`src/ust_pkg.sv`:
```
// ----------------------------------------------------------------------------
// ust_pkg
// Shared widths, constants, types and arithmetic helpers of the UV sphere
// tessellator.
// ----------------------------------------------------------------------------
`default_nettype none

package ust_pkg;

   localparam int COUNT_W   = 9;
   localparam int RADIUS_W  = 16;
   localparam int FIELD_W   = 17;
   localparam int QUO_W     = 33;
   localparam int PHASE_W   = 32;
   localparam int ANGLE_W   = 30;
   localparam int TRIG_W    = 31;
   localparam int INDEX_W   = 2;

   localparam int DEF_MAX_SLICES = 256;
   localparam int DEF_MAX_STACKS = 256;
   localparam int MIN_SLICES     = 3;
   localparam int MIN_STACKS     = 2;

   localparam logic [COUNT_W-1:0]  RST_SLICES = 9'd16;
   localparam logic [COUNT_W-1:0]  RST_STACKS = 9'd8;
   localparam logic [RADIUS_W-1:0] RST_RADIUS = 16'd256;

   // long division: one compare for the integer bit, then 32 fraction bits
   localparam int DIV_STEPS     = 33;
   localparam int DIV_STEPS_STG = 7;
   localparam int DIV_LAT       = 5;
   localparam int TRIG_STG      = 11;
   localparam int TRIG_LAT      = TRIG_STG + 1;

   localparam logic [ANGLE_W-1:0] PI4_Q30 = 30'd843314857;
   localparam logic [TRIG_W-1:0]  ONE30   = 31'h4000_0000;
   localparam logic [FIELD_W-1:0] NRM_ONE = 17'd16384;

   localparam logic [31:0] RCP_42 = 32'((64'd1 << 32) / 64'd42);
   localparam logic [31:0] RCP_20 = 32'((64'd1 << 32) / 64'd20);
   localparam logic [31:0] RCP_6  = 32'((64'd1 << 32) / 64'd6);
   localparam logic [31:0] RCP_56 = 32'((64'd1 << 32) / 64'd56);
   localparam logic [31:0] RCP_30 = 32'((64'd1 << 32) / 64'd30);
   localparam logic [31:0] RCP_12 = 32'((64'd1 << 32) / 64'd12);

   typedef enum logic [INDEX_W-1:0] {
      CSR_SLICE_COUNT,
      CSR_STACK_COUNT,
      CSR_SPHERE_RADIUS
   } ust_csr_type;

   typedef enum logic [1:0] {
      KIND_POSITION,
      KIND_NORMAL,
      KIND_TRI_ACD,
      KIND_TRI_ADB
   } ust_kind_type;

   typedef struct packed {
      logic [COUNT_W-1:0]  stack;
      logic [COUNT_W-1:0]  slice;
      logic [COUNT_W-1:0]  slices;
      logic [COUNT_W-1:0]  stacks;
      logic [RADIUS_W-1:0] radius;
   } ust_pt_type;

   typedef struct packed {
      logic [QUO_W-1:0]   quo;
      logic [COUNT_W-1:0] rem16;
      logic [COUNT_W-1:0] rem31;
      logic [COUNT_W-1:0] rem_fin;
   } ust_quo_type;

   typedef struct packed {
      logic [FIELD_W-1:0]  tex_u;
      logic [FIELD_W-1:0]  tex_v;
      logic [FIELD_W-1:0]  corner_a;
      logic [FIELD_W-1:0]  corner_b;
      logic [FIELD_W-1:0]  corner_c;
      logic [FIELD_W-1:0]  corner_d;
      logic                tri_acd;
      logic                tri_adb;
      logic [RADIUS_W-1:0] radius;
   } ust_side_type;

   typedef struct packed {
      logic [TRIG_W-1:0] cos_mag;
      logic              cos_neg;
      logic [TRIG_W-1:0] sin_mag;
      logic              sin_neg;
   } ust_trig_type;

   typedef struct packed {
      logic [FIELD_W-1:0] pos_x;
      logic [FIELD_W-1:0] pos_y;
      logic [FIELD_W-1:0] pos_z;
      logic [FIELD_W-1:0] nrm_x;
      logic [FIELD_W-1:0] nrm_y;
      logic [FIELD_W-1:0] nrm_z;
      ust_side_type       side;
   } ust_item_type;

   // quotient estimate by reciprocal; low by at most one
   function automatic logic [ANGLE_W-1:0] recip_est(input logic [ANGLE_W-1:0] p,
                                                    input logic [31:0] rcp);
      logic [61:0] prod;
      prod = 62'(p) * 62'(rcp);
      return prod[61:32];
   endfunction

   function automatic logic [ANGLE_W-1:0] recip_fix(input logic [ANGLE_W-1:0] p,
                                                    input logic [ANGLE_W-1:0] est,
                                                    input logic [5:0] d);
      logic [35:0] back;
      logic [35:0] diff;
      back = 36'(est) * 36'(d);
      diff = 36'(p) - back;
      return (diff >= 36'(d)) ? est + 30'd1 : est;
   endfunction

   // (a * b) >> 30 with b at most 1.0 in Q30
   function automatic logic [ANGLE_W-1:0] mul_q30(input logic [ANGLE_W-1:0] a,
                                                  input logic [TRIG_W-1:0] b);
      logic [60:0] prod;
      prod = 61'(a) * 61'(b);
      return prod[59:30];
   endfunction

   // round half away from zero, apply sign, keep 17 bits
   function automatic logic [FIELD_W-1:0] round_q(input logic [63:0] mag,
                                                  input logic neg,
                                                  input int unsigned sh);
      logic [63:0] r;
      r = (mag + (64'd1 << (sh - 1))) >> sh;
      if (neg) r = 64'd0 - r;
      return r[FIELD_W-1:0];
   endfunction

endpackage

`default_nettype wire

```
`src/ust_div.sv`:
```
// ----------------------------------------------------------------------------
// ust_div
// Pipelined restoring divider: num * 2^32 / den with num <= den. Gives the
// quotient and the partial remainders needed for rounding at 2^16 and 2^31.
// ----------------------------------------------------------------------------
`default_nettype none

module ust_div import ust_pkg::*; (
   input  logic               clock,
   input  logic               en,
   input  logic [COUNT_W-1:0] num,
   input  logic [COUNT_W-1:0] den,
   output ust_quo_type        res
);

   typedef struct packed {
      logic [COUNT_W:0]   rem;
      logic [QUO_W-1:0]   quo;
      logic [COUNT_W-1:0] rem16;
      logic [COUNT_W-1:0] rem31;
      logic [COUNT_W-1:0] dvs;
   } div_stage_type;

   div_stage_type src    [DIV_LAT];
   div_stage_type stg_in [DIV_LAT];
   div_stage_type stg_ff [DIV_LAT];

   for (genvar g = 0; g < DIV_LAT; g++) begin : g_stage
      if (g == 0) begin : g_head
         assign src[g] = '{rem: {1'b0, num}, quo: '0, rem16: '0, rem31: '0, dvs: den};
      end else begin : g_body
         assign src[g] = stg_ff[g-1];
      end

      always_comb begin
         div_stage_type w;
         w = src[g];
         for (int j = 0; j < DIV_STEPS_STG; j++) begin
            if (g * DIV_STEPS_STG + j < DIV_STEPS) begin
               if (g * DIV_STEPS_STG + j != 0) w.rem = {w.rem[COUNT_W-1:0], 1'b0};
               if (w.rem >= {1'b0, w.dvs}) begin
                  w.rem = w.rem - {1'b0, w.dvs};
                  w.quo = {w.quo[QUO_W-2:0], 1'b1};
               end else begin
                  w.quo = {w.quo[QUO_W-2:0], 1'b0};
               end
               if (g * DIV_STEPS_STG + j == 16) w.rem16 = w.rem[COUNT_W-1:0];
               if (g * DIV_STEPS_STG + j == 31) w.rem31 = w.rem[COUNT_W-1:0];
            end
         end
         stg_in[g] = w;
      end

      always_ff @(posedge clock) begin
         if (en) stg_ff[g] <= stg_in[g];
      end
   end

   assign res.quo     = stg_ff[DIV_LAT-1].quo;
   assign res.rem16   = stg_ff[DIV_LAT-1].rem16;
   assign res.rem31   = stg_ff[DIV_LAT-1].rem31;
   assign res.rem_fin = stg_ff[DIV_LAT-1].rem[COUNT_W-1:0];

endmodule

`default_nettype wire

```
`config.mk`:
```
export PLATFORM = sky130hd
export DESIGN_NAME = ust_div
export DESIGN_NICKNAME = d
export VERILOG_FILES = /design/src/ust_pkg.sv /design/src/ust_div.sv
export SDC_FILE = /design/constraint.sdc
export NUM_CORES = 1
export LEC_CHECK = 0
export BUFFER_PORTS_ARGS = -buffer_cell sky130_fd_sc_hd__buf_2
export CORE_MARGIN = 1
export CORE_UTILIZATION = 65
export DETAILED_ROUTE_END_ITERATION = 8
export PLACE_DENSITY = 0.83
export REMOVE_ABC_BUFFERS = 1
export SLEW_MARGIN = 5
export SYNTH_ARGS = -nofsm -noshare
export SYNTH_HDL_FRONTEND = slang
export SYNTH_SLANG_ARGS = --single-unit
```
`constraint.sdc`:
```
create_clock -name clock -period 35 [get_ports clock]
set_input_delay 7 -clock clock [delete_from_list [all_inputs] [get_ports clock]]
set_output_delay 7 -clock clock [all_outputs]
set_load 0.01 [all_outputs]
```
## Word-level counts from Yosys, hierarchy flattened

Memories as Yosys holds them, arrays and structs flattened.
Index checks and enable logic that the tools add are counted.

- $lt $le $gt $ge: 33
- Mux-type cells: 68
- Add/sub/neg operators: 33

Operator list:

| operator | count |
|---|---|
| $ge 10x9->1 | 32 |
| $mux 9 | 28 |
| $sub 9x9->9 | 28 |
| $mux 10 | 5 |
| $sub 10x9->10 | 5 |
| $mux 1 | 35 |
| $ge 9x9->1 | 1 |

- Memory bits (writable): 350
- Output and inout port bits: 60
- Word-level logic and storage cells: 135
- Memories: 1
- Flip-flop bits (word level): 0

Memories:

| name | words | bits a word | rd ports | clocked after memory_dff | wr ports | RTL line | source |
|---|---|---|---|---|---|---|---|
| stg_ff | 5 | 70 | 5 | 0 | 5 | ust_div.sv:26 | `div_stage_type stg_ff [DIV_LAT];` |

## Longest topological paths before layout

Gate-level depths: netlist (run 1).
An unclocked memory read counts as a cell.

- Depth in word-level cells: 15
- Mapped depth: 76
- Mapped depth without buffers: 70

## Worst setup path after synthesis (run 1)

No wires, ideal clock.

- Path kind: input-to-reg
- Start point: in den[4]
- End point: mem stg_ff[0][62] in the netlist's numbering, data pin
- Arrival time: 21551 ps
- Slack: 13189 ps
- Cell stages on the path: 69
- Setup time: 260 ps
- Buffers on the path: 6
- Path through: inv_1 ha_1 o211a_1 a211oi_1 a211o_1 nand2_1 o21ai_0 inv_1 ha_1 ha_1 nand2b_1 a211oi_1 o21bai_1 a21o_1 or3_1 clkbuf_1 buf_1 mux2_2 [... 33 more ...] o21a_1 o21a_1 o31a_1 nor2_1 and3_1 buf_2 mux2_2 ha_1 o21ai_0 nand2b_1 a21o_1 a21o_1 a21o_1 a21o_1 a21oi_1 nand2_1 nor3_4 mux2_2

RTL lines:

| what | RTL line | source |
|---|---|---|
| start, declared | ust_div.sv:12 | `input logic [COUNT_W-1:0] den,` |
| end, declared | ust_div.sv:26 |  |

==> reports/qor.yml, run 1 <==
synthesis.area_um2: 22100
timing.final.setup_violations: 0
cp-end-kind: "register"
synthToLayoutAreaGrowth_pct: 7.25
num_io_pins: 80
footprint_of_the_flip_flops_and_latches_um2: 6610
post-cts-setup-buffers: 0
detail-route-antenna-nets: 0
global_route_wire_length_before_repair_um: 87200
num-nets-final: 2697
yosys.cell_types.count: 96
final_layout_size_suffix_gt1_frac: 0.125
grt_pass1_vias: 17500
dieWidth_um: 186
worst-setup-path-type: "in -> reg"
placementRows: 67
worstHoldPathType: "reg -> reg"
synth_simple_gate_area_frac: 0.139
synth-compound-area-share: 0.213
tns_ns: 0
drt_drc_violations_left: 0
count_of_flip_flops_with_a_built_in_enable_after_synthesis: 220
cts_hold_buffers: 0
detailroute.via_count: 18500
syn-mean-instance-area_um2: 9.49
synth-seq-cells: 220
crit_slowest_cell: "or3_1"
multiInputGateArea_um2: 14900
finalWeightedCongestion: 0.949
buffer_ports.inserted: 79
cts_tree: "yes"
max-slew-margin-rel: 0.305
route.detailed.vias_per_inst: 6.45
achievable-frequency_mhz: 42.5
clock_skew_ns: 0.0215
route.final.wire_length_um: 53700
cts_repair_resize_count: 0
grt_start_max_net_pins: 93
max_reg_flops: 220
hold_viol: 0
critical_path_buf_inv_count: 5
gr-usage-met2: 0.514
netlist.top_cell.by_area: "edfxtp_1"
ctsHtreeMaxLevel: 1
largest_register: "stg_ff"
yosysSeqAreaShare: 0.299
tightest_slew_ns: 1.04
synth_warnings: 0
fp.coreArea_um2: 33500
grtUsageTotal: 0.302
grt_use_met3: 0.0344
number_of_maximum_capacitance_constraint_violations: 0
cts_buffer_depth: 3
synth_top_family_by_area: "compound AO/OA/AOI/OAI gates"
cts_inserted_buffers: 26
antenna_found_initial: 0
cts.reportedPaths.clkPinSlew_ns: 0.06
grt-busiest-layer: "met2"
final.min_clock_period_ns: 23.53
slew_viols_final: 0
worst-endpoint-arrival_ns: 23.83
crit_family: "compound AO/OA/AOI/OAI gates"
timing.final.crit_share: 0.672
worstSkewPairLatency_ns: 0.57
top_regs: "stg_ff: 220 flops"
filler_cell_count: 2518
die_h_um: 186
gr-usage-met1: 0.391
required_ns: 35.31
drt_pre_antenna_iters: 6
synthCells: 2330
synth_ff_type: "edfxtp_1"
initial_core_util: 0.660
rsz0062_at_grt: "no"
async_sr_flop_fraction: 0
numClockSinks: 220
critical_path.max_stage_delay_ns: 0.66
gr-total-overflow: 0
die_area_um2: 34800
muxShareOfSynthArea: 0.0910
crit_fanout: 17
synth_xor_xnor_area_share: 0.0693
outcome: "completed"
initial_drc_count: 1275
detailedPlacementHpwl_um: 40200
cp-start-kind: "primary input"
synth_top_cells_by_area: "edfxtp_1 30%, ha_1 15%, mux2_2 6.4%"
cts-root-buf: "clkbuf_16"
synthDominantCellAreaShare: 0.299
synth_fa_ha_area_frac: 0.158
antennaDiodeCount: 0
routed_wire_length_per_instance_um: 18.7
worst reg2reg max path: cells and delay by family, from the launching register on:
| family | cells | cell delay [ns] |
|---|---|---|
| muxes | 5 | 1.81 |
| adders and majority gates | 7 | 2.58 |
| AOI/OAI and AO/OA | 36 | 9.70 |
| and+or+nand+nor | 9 | 2.56 |
| buffers and inverters | 6 | 1.24 |
| DFF | 1 | 0.85 |
Yosys cell counts, drive strengths merged (13+ instances only):
cell,n
ha,270
edfxtp,220
nor2,179
a21oi,176
mux2,128
nand2,128
inv,123
o21ai,120
a21o,103
xnor2,100
xor2,75
o21a,57
mux2i,53
nor3,51
nand2b,49
nor2b,39
o21bai,30
a31oi,28
and3,28
nand3,26
and2,24
a211oi,22
buf,22
clkbuf,19
or2,17
o31ai,15
a221o,14
and4,14
o211ai,14
o22ai,13
o31a,13
stage by stage:
step           utilization  setup slack [ns]  cells  hold slack [ns]  instance area, µm²
2_1_floorplan            -             13.49   2289            0.400               21900
3_3_place_gp         0.684             11.67   2821            0.400               22900
3_5_place_dp         0.684             11.23   2821            0.405               22900
4_1_cts              0.707             11.76   2869            0.410               23700
5_1_grt              0.707             10.53   2869            0.417               23700
6_report             0.707             11.47   2869            0.412               23700
worst paths after layout:
| path | from | to | slack, ns | cells past startpoint |
|---|---|---|---|---|
| worst min register to register | stg_ff[0][107]$_DFFE_PP_ | stg_ff[0][184]$_DFFE_PP_ | 0.41 | 0 |
| worst min-delay path | stg_ff[0][107]$_DFFE_PP_ | stg_ff[0][184]$_DFFE_PP_ | 0.41 | 0 |
| worst max-delay path | den[4] | stg_ff[0][64]$_DFFE_PP_ | 11.47 | 64 |
| worst max register to register | stg_ff[0][140]$_DFFE_PP_ | stg_ff[0][277]$_DFFE_PP_ | 16.00 | 63 |
layout by cell type (no fill, tap or decap), drive strengths merged, types with 31 or more instances in the layout:
cell,instances
nor2,179
nand2b,49
xor2,75
xnor2,100
nor2b,39
mux2i,53
buf,84
a21oi,176
o21a,57
mux2,128
o21ai,120
ha,270
nor3,51
inv,124
clkbuf,31
edfxtp,220
nand2,128
a21o,103
area by class of cell:
class	count	area share
Inverter	127	0.0201
Sequential cell	220	0.278
Clock inverter	17	0.00485
Multi-Input combinational cell	1942	0.626
Tap cell	448	0.0236
Clock buffer	31	0.0282
Timing Repair Buffer	84	0.0187
metal layers:
| layer | wire length (µm) | vias to the layer above | share of wire |
|---|---|---|---|
| met5 | 0 | - | 0 |
| met4 | 1830 | 0 | 0.034 |
| met3 | 3350 | 157 | 0.062 |
| met2 | 25800 | 691 | 0.48 |
| met1 | 22700 | 8718 | 0.42 |
| li1 | - | 8935 | - |
cells by family (layout without fill, tap and decap cells):
kind of cell               Yosys count  count (layout)
AOI/OAI and AO/OA                  698             698
and+or+nand+nor                    612             612
adders and majority gates          276             276
DFF                                220             220
muxes                              181             181
xor gates and xnor gates           175             175
buffers and inverters              168             259
Power of run 1 is left out: the tool's default activity adds up to more than one toggle a clock period on the data nets, which glitch-free logic cannot reach.
==> run 2: changes to the inputs <==
--- a/config.mk
+++ b/config.mk
@@ -7,9 +7,9 @@
 export LEC_CHECK = 0
 export BUFFER_PORTS_ARGS = -buffer_cell sky130_fd_sc_hd__buf_2
 export CORE_MARGIN = 1
-export CORE_UTILIZATION = 65
+export CORE_UTILIZATION = 58
 export DETAILED_ROUTE_END_ITERATION = 8
-export PLACE_DENSITY = 0.83
+export PLACE_DENSITY = 0.78
 export REMOVE_ABC_BUFFERS = 1
 export SLEW_MARGIN = 5
 export SYNTH_ARGS = -nofsm -noshare
==> constraint.sdc (replaced) <==
create_clock -name clock -period 20.8 [get_ports clock]
set_input_delay 4.16 -clock clock [delete_from_list [all_inputs] [get_ports clock]]
set_output_delay 4.16 -clock clock [all_outputs]
set_load 0.01 [all_outputs]
==> run 2 against run 1 <==
Effect of this change: count of clock-buffer cells in the layout down 1; routed wire length rose by 2.4%; non-clock buffer count rose by 13; final cell count up 2.6%; die area increased by 12%; first-iteration DRC count down 2.3%; flip-flop and latch count did not move; hold slack improved by 0.0059 ns; core utilization is 6.8 points lower; critical path depth increased by 3.
==> reports/qor.yml, run 2 (synthesized netlist as in run 1, its figures left out) <==
outcome: "completed"
drt_drc_violations_left: 0  # unchanged
route.final.wire_length_um: 54900  # +2.4%
synthToLayoutAreaGrowth_pct: 8.59
cp-start-kind: "primary input"
buffer_ports.inserted: 79  # unchanged
crit_fanout: 12  # -5
required_ns: 21.11  # -14.20 ns
route.detailed.vias_per_inst: 6.28  # -2.6%
worstHoldPathType: "reg -> reg"
final_standard_cell_count_with_taps_included_and_fillers_excluded: 2945  # +2.6%
largest_register: "stg_ff"
number_of_maximum_capacitance_constraint_violations: 0  # unchanged
ctsHtreeMaxLevel: 1  # unchanged
detailroute.via_count: 18500  # -0.054%
achievable-frequency_mhz: 50.3
hold_viol: 0  # unchanged
most-common-layout-cells: "270 x ha_1, 220 x edfxtp_1, 178 x nor2_1"
dieWidth_um: 197  # +5.8%
cts-root-buf: "clkbuf_16"
cts_buffer_depth: 3  # unchanged
slew_viols_final: 0  # unchanged
detail-route-antenna-nets: 0  # unchanged
initial_drc_count: 1246  # -2.3%
fp.coreArea_um2: 37600  # +12%
worstSkewPairLatency_ns: 0.57  # about the same
ff2ff_setup_slack_ns: 2.34  # -13.66 ns
drt_pre_antenna_iters: 5  # -1
filler_cell_count: 3056  # +21%
cts.reportedPaths.clkPinSlew_ns: 0.06  # about the same
num_io_pins: 80  # unchanged
num-nets-final: 2710  # +0.48%
timing.final.crit_share: 0.957
placed_cell_area_um2: 23100  # +0.74%
worst-setup-path-type: "in -> reg"
max_reg_flops: 220  # unchanged
top_regs: "stg_ff: 220 flops"
antennaDiodeCount: 0  # unchanged
initial_core_util: 0.589  # -0.0710
die_h_um: 197  # +5.8%
critical_path.max_stage_delay_ns: 0.51  # -0.15 ns
final_cell_area_um2: 24000  # +1.2%
grtUsageTotal: 0.285  # -0.0177
die_area_um2: 38900  # +12%
placed_cells: 2896  # +2.7%
final_common_cell: "ha_1"
routed_wire_length_per_instance_um: 18.7  # -0.28%
detailedPlacementHpwl_um: 42100  # +4.5%
gr-total-overflow: 0  # unchanged
numClockSinks: 220  # unchanged
cp-end-kind: "register"
timing.final.setup_violations: 0  # unchanged
global_route_wire_length_before_repair_um: 90100  # +3.3%
crit_slowest_cell: "or3_1"
tightest_slew_ns: 1.05  # +0.00641 ns
max-slew-margin-rel: 0.282  # -0.0228
clock_skew_ns: 0.0137  # -0.00780 ns
cts_hold_buffers: 0  # unchanged
placementRows: 71  # +6.0%
rsz0062_at_grt: "no"
finalWeightedCongestion: 0.983  # +3.6%
worst-endpoint-arrival_ns: 20.20  # -3.63 ns
cts_tree: "yes"
grt_pass1_vias: 18200  # +3.7%
final_layout_size_suffix_gt1_frac: 0.131  # +0.00591
grt_start_max_net_pins: 84  # -9.7%
final.min_clock_period_ns: 19.90
cts_inserted_buffers: 26  # unchanged
tns_ns: 0  # unchanged
antenna_found_initial: 0  # unchanged
run 2: changes by cell type in the layout (fill, tap and decap cells not counted), sizes merged:
cell      delta
buf         +13
bufinv       +4
clkinv       +1
clkbuf       -1
clkinvlp     -4
run 2: layout make-up:
class | count | area, µm² | area share
sequential | 220 | 6610 | 0.275
clock inverter | 18 | 226 | 0.00943
tap | 511 | 639 | 0.0266
inverter | 127 | 477 | 0.0198
multi-input combinational | 1942 | 14900 | 0.618
timing repair buffer | 97 | 553 | 0.0230
clock buffer | 30 | 666 | 0.0277
run 2: critical path: cells and delay by family:
kind	cells	cell delay (ns)
AO/OA/AOI/OAI	36	8.52
AND/OR/NAND/NOR	12	2.60
adder cells (fa/ha/maj)	8	2.44
multiplexers	5	1.66
buffers and inverters	6	0.80
run 2: stage by stage:
step | util | setup slack (ns) | hold slack [ns]
2_1_floorplan | - | 2.13 | 0.400
3_3_place_gp | 0.615 | 0.935 | 0.400
3_5_place_dp | 0.615 | 0.435 | 0.405
4_1_cts | 0.639 | 0.986 | 0.418
5_1_grt | 0.639 | 0.0458 | 0.421
6_report | 0.639 | 0.903 | 0.418
run 2: timing repair:
| action | CTS | global route |
|---|---|---|
| hold endpoints to repair | 0 | 0 |
| setup buffers | 0 | 1 |
| endpoints found under the setup margin | 0 | 7 |
| resized for setup | 0 | 1 |
run 2: path summary, 6_finish.rpt:
path / start / to / cells after the start
setup / recovery: den[1] / stg_ff[0][68]$_DFFE_PP_ / 67
hold / removal: stg_ff[0][161]$_DFFE_PP_ / stg_ff[0][231]$_DFFE_PP_ / 0
setup reg to reg: stg_ff[0][140]$_DFFE_PP_ / stg_ff[0][274]$_DFFE_PP_ / 64
hold reg to reg: stg_ff[0][161]$_DFFE_PP_ / stg_ff[0][231]$_DFFE_PP_ / 0
run 2: per-layer routing:
| layer | track usage | share of wire | vias up |
|---|---|---|---|
| met1 | 0.361 | 0.43 | 8767 |
| li1 | - | - | 8963 |
| met5 | 0 | 0 | - |
| met3 | 0.0355 | 0.057 | 146 |
| met2 | 0.490 | 0.48 | 615 |
| met4 | 0.115 | 0.035 | 0 |
Power of run 2 is left out for the same reason.
