### src/ust_pkg.sv
// ----------------------------------------------------------------------------
// ust_pkg
// Shared widths, constants, types and arithmetic helpers of the UV sphere
// tessellator.
// ----------------------------------------------------------------------------
`default_nettype none

package ust_pkg;

   localparam int COUNT_W   = 9;
   localparam int RADIUS_W  = 16;
   localparam int FIELD_W   = 17;
   localparam int QUO_W     = 33;
   localparam int PHASE_W   = 32;
   localparam int ANGLE_W   = 30;
   localparam int TRIG_W    = 31;
   localparam int INDEX_W   = 2;

   localparam int DEF_MAX_SLICES = 256;
   localparam int DEF_MAX_STACKS = 256;
   localparam int MIN_SLICES     = 3;
   localparam int MIN_STACKS     = 2;

   localparam logic [COUNT_W-1:0]  RST_SLICES = 9'd16;
   localparam logic [COUNT_W-1:0]  RST_STACKS = 9'd8;
   localparam logic [RADIUS_W-1:0] RST_RADIUS = 16'd256;

   // long division: one compare for the integer bit, then 32 fraction bits
   localparam int DIV_STEPS     = 33;
   localparam int DIV_STEPS_STG = 7;
   localparam int DIV_LAT       = 5;
   localparam int TRIG_STG      = 11;
   localparam int TRIG_LAT      = TRIG_STG + 1;

   localparam logic [ANGLE_W-1:0] PI4_Q30 = 30'd843314857;
   localparam logic [TRIG_W-1:0]  ONE30   = 31'h4000_0000;
   localparam logic [FIELD_W-1:0] NRM_ONE = 17'd16384;

   localparam logic [31:0] RCP_42 = 32'((64'd1 << 32) / 64'd42);
   localparam logic [31:0] RCP_20 = 32'((64'd1 << 32) / 64'd20);
   localparam logic [31:0] RCP_6  = 32'((64'd1 << 32) / 64'd6);
   localparam logic [31:0] RCP_56 = 32'((64'd1 << 32) / 64'd56);
   localparam logic [31:0] RCP_30 = 32'((64'd1 << 32) / 64'd30);
   localparam logic [31:0] RCP_12 = 32'((64'd1 << 32) / 64'd12);

   typedef enum logic [INDEX_W-1:0] {
      CSR_SLICE_COUNT,
      CSR_STACK_COUNT,
      CSR_SPHERE_RADIUS
   } ust_csr_type;

   typedef enum logic [1:0] {
      KIND_POSITION,
      KIND_NORMAL,
      KIND_TRI_ACD,
      KIND_TRI_ADB
   } ust_kind_type;

   typedef struct packed {
      logic [COUNT_W-1:0]  stack;
      logic [COUNT_W-1:0]  slice;
      logic [COUNT_W-1:0]  slices;
      logic [COUNT_W-1:0]  stacks;
      logic [RADIUS_W-1:0] radius;
   } ust_pt_type;

   typedef struct packed {
      logic [QUO_W-1:0]   quo;
      logic [COUNT_W-1:0] rem16;
      logic [COUNT_W-1:0] rem31;
      logic [COUNT_W-1:0] rem_fin;
   } ust_quo_type;

   typedef struct packed {
      logic [FIELD_W-1:0]  tex_u;
      logic [FIELD_W-1:0]  tex_v;
      logic [FIELD_W-1:0]  corner_a;
      logic [FIELD_W-1:0]  corner_b;
      logic [FIELD_W-1:0]  corner_c;
      logic [FIELD_W-1:0]  corner_d;
      logic                tri_acd;
      logic                tri_adb;
      logic [RADIUS_W-1:0] radius;
   } ust_side_type;

   typedef struct packed {
      logic [TRIG_W-1:0] cos_mag;
      logic              cos_neg;
      logic [TRIG_W-1:0] sin_mag;
      logic              sin_neg;
   } ust_trig_type;

   typedef struct packed {
      logic [FIELD_W-1:0] pos_x;
      logic [FIELD_W-1:0] pos_y;
      logic [FIELD_W-1:0] pos_z;
      logic [FIELD_W-1:0] nrm_x;
      logic [FIELD_W-1:0] nrm_y;
      logic [FIELD_W-1:0] nrm_z;
      ust_side_type       side;
   } ust_item_type;

   // quotient estimate by reciprocal; low by at most one
   function automatic logic [ANGLE_W-1:0] recip_est(input logic [ANGLE_W-1:0] p,
                                                    input logic [31:0] rcp);
      logic [61:0] prod;
      prod = 62'(p) * 62'(rcp);
      return prod[61:32];
   endfunction

   function automatic logic [ANGLE_W-1:0] recip_fix(input logic [ANGLE_W-1:0] p,
                                                    input logic [ANGLE_W-1:0] est,
                                                    input logic [5:0] d);
      logic [35:0] back;
      logic [35:0] diff;
      back = 36'(est) * 36'(d);
      diff = 36'(p) - back;
      return (diff >= 36'(d)) ? est + 30'd1 : est;
   endfunction

   // (a * b) >> 30 with b at most 1.0 in Q30
   function automatic logic [ANGLE_W-1:0] mul_q30(input logic [ANGLE_W-1:0] a,
                                                  input logic [TRIG_W-1:0] b);
      logic [60:0] prod;
      prod = 61'(a) * 61'(b);
      return prod[59:30];
   endfunction

   // round half away from zero, apply sign, keep 17 bits
   function automatic logic [FIELD_W-1:0] round_q(input logic [63:0] mag,
                                                  input logic neg,
                                                  input int unsigned sh);
      logic [63:0] r;
      r = (mag + (64'd1 << (sh - 1))) >> sh;
      if (neg) r = 64'd0 - r;
      return r[FIELD_W-1:0];
   endfunction

endpackage

`default_nettype wire

### src/ust_if.sv
// ----------------------------------------------------------------------------
// ust_if
// Handshake channels of the UV sphere tessellator: grid point requests,
// results and register writes.
// ----------------------------------------------------------------------------
`default_nettype none


interface ust_rsp_if;
   logic               valid;
   logic               ready;
   logic [1:0]         result_kind;
   logic               last_of_item;
   logic signed [16:0] coord_x;
   logic signed [16:0] coord_y;
   logic signed [16:0] coord_z;
   logic [16:0]        tex_u;
   logic [16:0]        tex_v;
   logic [16:0]        corner_first;
   logic [16:0]        corner_second;
   logic [16:0]        corner_third;
   modport source (output valid, result_kind, last_of_item, coord_x, coord_y, coord_z,
                   tex_u, tex_v, corner_first, corner_second, corner_third,
                   input ready);
   modport sink   (input valid, result_kind, last_of_item, coord_x, coord_y, coord_z,
                   tex_u, tex_v, corner_first, corner_second, corner_third,
                   output ready);
endinterface


`default_nettype wire

### src/ust_emit.sv
// ----------------------------------------------------------------------------
// ust_emit
// Result sequencer: holds one finished grid point and hands out its
// position, normal and up to two triangles, one per cycle while the result port is ready.
// ----------------------------------------------------------------------------
`default_nettype none

module ust_emit import ust_pkg::*; (
   input  logic          clock,
   input  logic          reset,
   input  logic          in_valid,
   input  ust_item_type  in_item,
   output logic          take,
   ust_rsp_if.source     rsp
);

   logic         hold_ff;
   ust_kind_type kind_ff;
   ust_kind_type kind_in;
   ust_item_type item_ff;
   logic         last;

   always_comb begin
      kind_in = KIND_POSITION;
      last    = 1'b0;
      case (kind_ff)
         KIND_POSITION: begin
            kind_in = KIND_NORMAL;
         end
         KIND_NORMAL: begin
            if (item_ff.side.tri_acd) kind_in = KIND_TRI_ACD;
            else if (item_ff.side.tri_adb) kind_in = KIND_TRI_ADB;
            else last = 1'b1;
         end
         KIND_TRI_ACD: begin
            if (item_ff.side.tri_adb) kind_in = KIND_TRI_ADB;
            else last = 1'b1;
         end
         KIND_TRI_ADB: begin
            last = 1'b1;
         end
         default: begin
            last = 1'b1;
         end
      endcase
   end

   assign take = ~hold_ff | (rsp.ready & last);

   always_ff @(posedge clock) begin
      if (reset) begin
         hold_ff <= 1'b0;
         kind_ff <= KIND_POSITION;
      end else if (take) begin
         hold_ff <= in_valid;
         kind_ff <= KIND_POSITION;
      end else if (rsp.ready) begin
         kind_ff <= kind_in;
      end
   end

   always_ff @(posedge clock) begin
      if (take && in_valid) item_ff <= in_item;
   end

   always_comb begin
      rsp.valid         = hold_ff;
      rsp.result_kind   = kind_ff;
      rsp.last_of_item  = last;
      rsp.coord_x       = '0;
      rsp.coord_y       = '0;
      rsp.coord_z       = '0;
      rsp.tex_u         = '0;
      rsp.tex_v         = '0;
      rsp.corner_first  = '0;
      rsp.corner_second = '0;
      rsp.corner_third  = '0;
      case (kind_ff)
         KIND_POSITION: begin
            rsp.coord_x = $signed(item_ff.pos_x);
            rsp.coord_y = $signed(item_ff.pos_y);
            rsp.coord_z = $signed(item_ff.pos_z);
            rsp.tex_u   = item_ff.side.tex_u;
            rsp.tex_v   = item_ff.side.tex_v;
         end
         KIND_NORMAL: begin
            rsp.coord_x = $signed(item_ff.nrm_x);
            rsp.coord_y = $signed(item_ff.nrm_y);
            rsp.coord_z = $signed(item_ff.nrm_z);
            rsp.tex_u   = item_ff.side.tex_u;
            rsp.tex_v   = item_ff.side.tex_v;
         end
         KIND_TRI_ACD: begin
            rsp.corner_first  = item_ff.side.corner_a;
            rsp.corner_second = item_ff.side.corner_c;
            rsp.corner_third  = item_ff.side.corner_d;
         end
         KIND_TRI_ADB: begin
            rsp.corner_first  = item_ff.side.corner_a;
            rsp.corner_second = item_ff.side.corner_d;
            rsp.corner_third  = item_ff.side.corner_b;
         end
         default: begin
         end
      endcase
   end

endmodule

`default_nettype wire

### src/flat_wrapper.sv
// flat-port wrapper written by rule: the top's interface ports become plain ports
module ust_emit_flat import ust_pkg::*;
  (clock, reset, in_valid, in_item, take, rsp_valid, rsp_result_kind, rsp_last_of_item, rsp_coord_x, rsp_coord_y, rsp_coord_z, rsp_tex_u, rsp_tex_v, rsp_corner_first, rsp_corner_second, rsp_corner_third, rsp_ready);
  ust_rsp_if rsp_i ();
  input  logic clock;
  input  logic reset;
  input  logic in_valid;
  input  ust_item_type in_item;
  output logic take;
  output wire logic [$bits(rsp_i.valid)-1:0] rsp_valid;
  output wire logic [$bits(rsp_i.result_kind)-1:0] rsp_result_kind;
  output wire logic [$bits(rsp_i.last_of_item)-1:0] rsp_last_of_item;
  output wire logic [$bits(rsp_i.coord_x)-1:0] rsp_coord_x;
  output wire logic [$bits(rsp_i.coord_y)-1:0] rsp_coord_y;
  output wire logic [$bits(rsp_i.coord_z)-1:0] rsp_coord_z;
  output wire logic [$bits(rsp_i.tex_u)-1:0] rsp_tex_u;
  output wire logic [$bits(rsp_i.tex_v)-1:0] rsp_tex_v;
  output wire logic [$bits(rsp_i.corner_first)-1:0] rsp_corner_first;
  output wire logic [$bits(rsp_i.corner_second)-1:0] rsp_corner_second;
  output wire logic [$bits(rsp_i.corner_third)-1:0] rsp_corner_third;
  input wire logic [$bits(rsp_i.ready)-1:0] rsp_ready;
  assign rsp_valid = rsp_i.valid;
  assign rsp_result_kind = rsp_i.result_kind;
  assign rsp_last_of_item = rsp_i.last_of_item;
  assign rsp_coord_x = rsp_i.coord_x;
  assign rsp_coord_y = rsp_i.coord_y;
  assign rsp_coord_z = rsp_i.coord_z;
  assign rsp_tex_u = rsp_i.tex_u;
  assign rsp_tex_v = rsp_i.tex_v;
  assign rsp_corner_first = rsp_i.corner_first;
  assign rsp_corner_second = rsp_i.corner_second;
  assign rsp_corner_third = rsp_i.corner_third;
  assign rsp_i.ready = rsp_ready;
  ust_emit u_core (.clock(clock), .reset(reset), .in_valid(in_valid), .in_item(in_item), .take(take), .rsp(rsp_i));
endmodule
### config.mk
export PLATFORM = sky130hd
export DESIGN_NAME = ust_emit_flat
export DESIGN_NICKNAME = d
export VERILOG_FILES = /design/src/ust_pkg.sv /design/src/ust_if.sv /design/src/ust_emit.sv /design/src/flat_wrapper.sv
export SDC_FILE = /design/constraint.sdc
export NUM_CORES = 1
export LEC_CHECK = 0
export BUFFER_PORTS_ARGS = -buffer_cell sky130_fd_sc_hd__buf_4
export CORE_ASPECT_RATIO = 0.6
export CORE_UTILIZATION = 45
export DETAILED_ROUTE_END_ITERATION = 16
export GPL_TIMING_DRIVEN = 1
export PLACE_DENSITY = 0.83
export SKIP_LAST_GASP = 1
export SLEW_MARGIN = 30
export SYNTH_ARGS = -nofsm -noshare
export SYNTH_HDL_FRONTEND = slang
export SYNTH_SLANG_ARGS = --single-unit
### constraint.sdc
create_clock -name clock -period 12.4 [get_ports clock]
set_input_delay 0.62 -clock clock [delete_from_list [all_inputs] [get_ports clock]]
set_output_delay 0.62 -clock clock [all_outputs]
set_load 0.05 [all_outputs]
# Word level (Yosys, flattened, before mapping)
# Index checks and enable logic that the tools add are counted.
dict set report classes {
  mux 14
  bitwise 3
  eq_ne 3
  n_reduce_logical 5
}
# operator n
set op_table {}
lappend op_table {{17-bit case mux with 2 select lines} 5}
lappend op_table {{17-bit two-way mux} 3}
lappend op_table {{2-bit case mux with 3 select lines} 1}
lappend op_table {{2-bit OR reduction} 3}
lappend op_table {{2-bit equality test (second input constant)} 2}
lappend op_table {{2-bit two-way mux} 2}
lappend op_table {{1-bit case mux with 3 select lines} 1}
lappend op_table {{2-bit by 1-bit equality test with 1-bit output (second input constant)} 1}
lappend op_table {{2-bit logical NOT} 1}
lappend op_table {{1-bit two-way mux} 2}
lappend op_table {{1-bit bitwise AND} 1}
lappend op_table {{1-bit logical AND} 1}
lappend op_table {{1-bit NOT} 1}
lappend op_table {{1-bit bitwise OR} 1}
dict set report word_totals {
  reg_bits 209
  elab_cells 41
  in_bits 226
  out_inout_bits 141
}

# Logic depth before layout (Yosys ltp)
# Gate-level depths: netlist of the first run.
dict set report depth {
  depth_word 6
  ltp_mapped 5
  ltp_nobuf 3
}

# Least setup slack after synthesis of the first run
# Ideal clock, no wire load.
dict set report synth_timing {
  path_type {reg2reg}
  from {register u_core.kind_ff[0], in the netlist u_core.rsp.result_kind[0]}
  to {register u_core.item_ff[100] in the netlist's numbering, enable pin}
  stages_incl_launch_ff 5
  synth_period_minus_slack_ns 6.885
  arrival_ns 6.295
  required_time_ns 11.809
  path_slack_ns 5.515
  path_buffers 1
  setup_time_ns 0.591
  cell_sequence {dfxtp_1 buf_4 nand2_1 o221ai_2 and2_1}
}
dict set report synth_via {
  elab_chain_len 5
  elab_cells_between_ends 7
  cone_classes {3 x eq/ne; 1 x mux; 2 x bitwise; 1 x reduce/logical}
}
# element line
set synth_rtl {}
lappend synth_rtl {{start: declaration} ust_emit.sv:18} ;# ust_kind_type kind_ff;
lappend synth_rtl {{start signal: assignment} ust_emit.sv:58} ;# kind_ff <= kind_in;
lappend synth_rtl {{2-bit equality test / 2-bit by 1-bit equality test with 1-bit output (equally long branches)} ust_emit.sv:26} ;# case (kind_ff)
lappend synth_rtl {{1-bit case mux with 3 select lines (*)} ust_emit.sv:26}
lappend synth_rtl {{1-bit bitwise AND (*)} ust_emit.sv:48} ;# assign take = ~hold_ff | (rsp.ready & last);
lappend synth_rtl {{1-bit bitwise OR (*)} ust_emit.sv:48}
lappend synth_rtl {{named net take} flat_wrapper.sv:9} ;# output logic take;
lappend synth_rtl {{1-bit logical AND (*)} ust_emit.sv:63} ;# if (take && in_valid) item_ff <= in_item;
lappend synth_rtl {{end signal: assignment} ust_emit.sv:63}
lappend synth_rtl {{end: declaration} ust_emit.sv:20} ;# ust_item_type item_ff;
# The timed path passes the listed nets; every way through them passes the cells marked *.
# A chain may end at the register's enable or synchronous reset.

# Worst setup path in the final report of the first run
dict set report layout_timing {
  from {register u_core.kind_ff[0], in the netlist u_core.rsp.result_kind[0]}
  to {register u_core.item_ff[167] in the netlist's numbering, enable pin}
}
dict set report layout_via {
  elab_chain_len 5
  elab_cells_between_ends 7
  cone_classes {3 x eq/ne; 1 x mux; 2 x bitwise; 1 x reduce/logical}
}
# element line
set layout_rtl {}
lappend layout_rtl {{2-bit equality test / 2-bit by 1-bit equality test with 1-bit output (equally long branches)} ust_emit.sv:26}
lappend layout_rtl {{1-bit case mux with 3 select lines (*)} ust_emit.sv:26}
lappend layout_rtl {{1-bit bitwise AND (*)} ust_emit.sv:48}
lappend layout_rtl {{1-bit bitwise OR (*)} ust_emit.sv:48}
lappend layout_rtl {{1-bit logical AND (*)} ust_emit.sv:63}
# Mark *: on every way between the ends. The rest lies on a longest branch, timed or not.

==> results of run 1 <==
## per-layer routing
metal / wire length [um] / up-vias
met4: 352 / 0
met3: 1580 / 29
met5: 0 / -
li1: - / 2430
met1: 7030 / 2483
met2: 9150 / 201
## flip-flops by register name, summed over array words and instances (netlist names)
name	flops
u_core.item_ff	206
u_core.rsp.result_kind	2
u_core.rsp.valid	1
## critical path: stages, from the launching register on
cell and delay (ns):
dfxtp_4 0.72, nand2_1 0.18, o221ai_2 0.26, and2_4 0.66
buf_4 0.78, buf_6 0.65
## power breakdown
group          internal, mW  switching, mW
sequential            0.824         0.0130
clock                 0.275          0.231
combinational        0.0869          0.128
## layout make-up
class,count,share of cell area [%]
clock buffers,21,4.25
clock inverters,6,0.209
inverters,3,0.0991
multi-input cells,238,14.2
flip-flops and latches,209,55.0
well taps,234,2.58
repair buffers,355,23.7
## cells by family after synthesis
logic type | Yosys count | share of synthesized area, %
buf+inv | 27 | 2.18
simple gates | 145 | 8.63
flops | 209 | 77.8
compound gates | 7 | 0.670
mux | 86 | 10.7
## stage by stage
stage               worst slack, ns  area, um2  std cells  total power [mW]
floorplan                      5.51       8030        474             0.980
global placement               8.49      10800       1038              1.06
detailed placement             8.43      10800       1038              1.07
CTS                            8.41      11300       1065              1.57
global route                   8.39      11400       1066              1.61
finish                         8.67      11400       1066              1.56
## final timing paths
| check | from | end | slack [ns] | cells after the start |
|---|---|---|---|---|
| setup / recovery | u_core.rsp.result_kind[0] | u_core.item_ff[167] | 8.67 | 5 |
| hold / removal | reset | u_core.rsp.valid | 0.31 | 2 |
| setup reg to reg | u_core.rsp.result_kind[0] | u_core.item_ff[167] | 8.67 | 5 |
| hold reg to reg | u_core.rsp.valid | u_core.rsp.valid | 0.55 | 2 |
## Yosys cell counts (all sizes together)
master | n | share of area [%]
or2 | 1 | 0.078
a31oi | 1 | 0.078
and2 | 18 | 1.4
o211ai | 1 | 0.094
edfxtp | 206 | 77
nor3 | 1 | 0.062
clkinv | 1 | 0.047
buf | 19 | 1.8
nor2b | 37 | 3.0
dfxtp | 3 | 0.75
nand2 | 2 | 0.094
inv | 2 | 0.094
mux2i | 86 | 11
clkbuf | 5 | 0.23
o22ai | 1 | 0.078
o221ai | 2 | 0.30
a21oi | 2 | 0.12
nor2 | 86 | 4.0
==> impl_metrics.csv, run 1 <==
group,metric,value,unit
status,outcome,"complete, no violations",
finish,areaGrowthSynthToFinish,41.5,%
critical_path,cp.required,12.51,ns
clocking,clock-root-buffer,"clkbuf_16",
finish,multi_input_area,1610,um2
pwr,p_leak,4.56,nW
logic_synthesis,syn_inst,474,
clocking,clk_path_buf_depth,3,
grt,groute.usage.overall,19.0,%
clocking,clock_latency,0.48,ns
timing,worstMarginPinSlew,0.852,ns
logic_synthesis,yosys_warnings,0,
clocking,cts_buffers,19,
finish,nFillCells,1267,
place,port_buffers,350,
timing,relSlewSlack,43.2,%
clocking,post_cts_resized,0,
logic_synthesis,synth_cell_types,22,
grt,grt_max_degree,80,
drt,ant_nets,0,
logic_synthesis,netlist_area,8030,um2
drt,viasPerCell,4.82,
die,io_pins,367,
finish,antennaDiodeCount,0,
timing,hold-worst-slack,0.309,ns
job,max_cap_violations,0,
logic_synthesis,avgSynthCellArea,16.9,um2
drt,drt_wl_total,18100,um
die,fp.dieW,174,um
clocking,cts_tree,"built",
drt,drt_first_iter_violations,322,
grt,use_met3,5.48,%
die,die_h,105,um
die,initial_core_util,46.4,%
finish,seqCellArea,6250,um2
die,dieArea,18400,um2
grt,grt_overflow_total,0,
finish,drive_gt1_share,45.8,%
drt,via_count,5143,
logic_synthesis,ys_ff_latch,209,
grt,grt_use_met2,33.8,%
timing,tns,0,ns
finish,final_cell_mix,"buf_4, edfxtp_1, mux2i_1, nor2_1, nor2b_1",
clocking,post-cts-setup-buffers,0,
die,rows,37,
timing,fin_crit,3.73,ns
hold_path,hold_class,"primary input to flip-flop",
critical_path,path_max_fanout,79,
pwr,powerDensity,137,nW/um2
finish,utilization,65.6,%
drt,detail_route.wl_per_cell,17.0,um
clocking,cts.sinks,209,
critical_path,crit_path_end_kind,"flip-flop",
clocking,h-tree-depth,1,
grt,met1_usage,22.8,%
critical_path,path_class,"flip-flop to flip-flop",
pwr,peakVddDrop,0.000123,V
timing,finalMaxSlewViolations,0,
grt,busiest_layer,"met2",
clocking,cts_hold_buf,0,
critical_path,crit_path_start_kind,"flip-flop",
timing,finalSetupViolCount,0,
finish,nets,1052,
timing,skew,0.0110,ns
die,coreArea,17300,um2
critical_path,cp.arrival,3.84,ns
drt,drc,0,
grt,antenna_found_initial,0,
timing,fmax,268,MHz
place,dp_hpwl,12600,um
finish,mostFrequentLayoutCell,"buf_4",
logic_synthesis,seq_area_frac_synth,77.8,%
drt,drt-pass1-iter-count,4,
logic_synthesis,synth_nets,700,
clocking,clk_pin_slew,0.06,ns
timing,hold_viol,0,
timing,rsz0062_at_grt,"false",
grt,grt_pass1_wl,27000,um
grt,grt_pass1_vias,5055,
place,place.gp.congestion,0.781,
timing,fin_crit_sh,30.1,%
Power figures use the tool's default switching activity.
==> run 2, diff against run 1 <==
==> constraint.sdc (replaced) <==
create_clock -name clock -period 3.7 [get_ports clock]
set_input_delay 0.185 -clock clock [delete_from_list [all_inputs] [get_ports clock]]
set_output_delay 0.185 -clock clock [all_outputs]
set_load 0.05 [all_outputs]
==> run 2 against run 1 <==
Sequential share of layout area is 8.8 points lower. Clock skew rose by 0.0052 ns. Critical path depth down 1. Count of clock-buffer cells in the layout grew 5. Largest power group unchanged.
==> impl_metrics.csv, run 2 (synthesized netlist as in run 1, its figures left out) <==
group,metric,value,unit
critical_path,slowest_delay,0.68,ns
clocking,cts_buffers,20,
place,port_buffers,350,
status,outcome,"complete, no violations",
pwr,peakVddDrop,0.000286,V
critical_path,crit_path_start_kind,"flip-flop",
timing,finalSetupViolCount,0,
finish,largest_reg_flops,206,
timing,relSlewSlack,49.3,%
die,die_h,105,um
grt,grt_pass1_vias,6722,
finish,mostFrequentLayoutCell,"buf_4",
critical_path,path_max_fanout,43,
finish,final_cell_mix,"buf_4, dlygate4sd3_1, edfxtp_1, mux2i_1, nor2_1",
grt,grt_overflow_total,0,
clocking,clk_path_buf_depth,3,
critical_path,cp.arrival,2.47,ns
pwr,p_leak,5.47,nW
grt,grt_pass1_wl,36900,um
critical_path,path_class,"flip-flop to primary output",
drt,ant_nets,0,
place,place_area,10900,um2
drt,drt-pass1-iter-count,5,
timing,finalMaxSlewViolations,0,
place,dp_hpwl,12900,um
finish,design_area,13500,um2
timing,rsz0062_at_grt,"false",
timing,fin_crit_sh,71.7,%
clocking,cts_tree,"built",
place,place_ws,1.18,ns
critical_path,cp_common_cell,"buf_4",
drt,detail_route.wl_per_cell,19.3,um
clocking,cts.sinks,209,
drt,drt_first_iter_violations,364,
clocking,clock_latency,0.48,ns
critical_path,crit_path_end_kind,"primary output",
timing,fin_crit,2.65,ns
clocking,h-tree-depth,1,
timing,setup_slack,1.05,ns
finish,nets,1262,
timing,skew,0.0162,ns
critical_path,r2r_setup_slack,1.18,ns
finish,regMostFlops,"u_core.item_ff",
critical_path,crit_chain,"buf_4 -> mux2i_1 -> nor2_1 -> buf_4",
die,io_pins,367,
die,initial_core_util,46.4,%
timing,fmax,377,MHz
finish,drive_gt1_share,36.7,%
place,place.gp.congestion,0.774,
clocking,clock-root-buffer,"clkbuf_16",
drt,via_count,6176,
clocking,post_cts_resized,0,
finish,utilization,78.2,%
grt,groute.usage.overall,26.6,%
timing,tns,0,ns
die,coreArea,17300,um2
pwr,powerDensity,416,nW/um2
clocking,post-cts-setup-buffers,0,
clocking,clk_pin_slew,0.06,ns
drt,viasPerCell,4.81,
timing,worstMarginPinSlew,0.760,ns
finish,areaGrowthSynthToFinish,68.6,%
critical_path,cp.required,3.51,ns
timing,hold_viol,0,
job,max_cap_violations,0,
drt,drt_wl_total,24800,um
grt,grt_max_degree,122,
grt,antenna_found_initial,1,
drt,drc,0,
die,fp.dieW,174,um
die,dieArea,18400,um2
hold_path,hold_class,"primary input to flip-flop",
die,rows,37,
critical_path,slowest_stage,"buf_4",
==> run 2: path summary, 6_finish.rpt <==
kind,startpoint,depth (start not counted),to
max,u_core.rsp.result_kind[0],4,rsp_coord_x[10]
min,rsp_ready,3,u_core.rsp.result_kind[0]
max reg2reg,u_core.rsp.result_kind[1],4,u_core.item_ff[148]
min reg2reg,u_core.rsp.valid,3,u_core.rsp.result_kind[0]
==> run 2: worst max-delay path: cells and delay by family, from the launching register on <==
kind	cells	cell delay [ns]
buf+inv	2	0.91
flops	1	0.63
mux	1	0.30
simple gates	1	0.09
==> run 2: where the power goes <==
group	total, mW	internal [mW]	switching, mW	leakage [nW]
registers	2.81	2.76	0.0525	1.99
logic	0.941	0.438	0.503	3.20
clock network	1.87	1.04	0.833	0.278
total	5.63	4.24	1.39	5.47
==> run 2: final cells by class <==
class | count | area, um2
Sequential cell | 209 | 6250
Clock inverter | 9 | 42.5
Inverter | 3 | 11.3
Tap cell | 234 | 293
Fill cell | 908 | 3780
Multi-Input combinational cell | 238 | 1610
Clock buffer | 26 | 544
Antenna cell | 1 | 2.50
Timing Repair Buffer | 564 | 4780
==> run 2: what timing repair did <==
item / in CTS / in global routing
setup endpoints to repair: 0 / 0
endpoints found under the hold margin: 209 / 0
hold buffers: 208 / 0
==> run 2: per-stage QoR <==
step                power (mW)  cells  hold slack (ns)
finish                    5.63   1284           0.0144
detailed placement        3.58   1040            0.360
global placement          3.56   1040            0.352
floorplan                 3.26    474            0.254
CTS                       5.61   1283          0.00115
global route              5.79   1284           0.0156
==> run 2: layer usage <==
layer	wire length (um)	vias up	track usage, %
met5	0	-	0
met4	675	0	7.39
met3	1670	47	5.41
met2	13300	298	51.0
met1	9080	2977	29.7
li1	-	2854	-
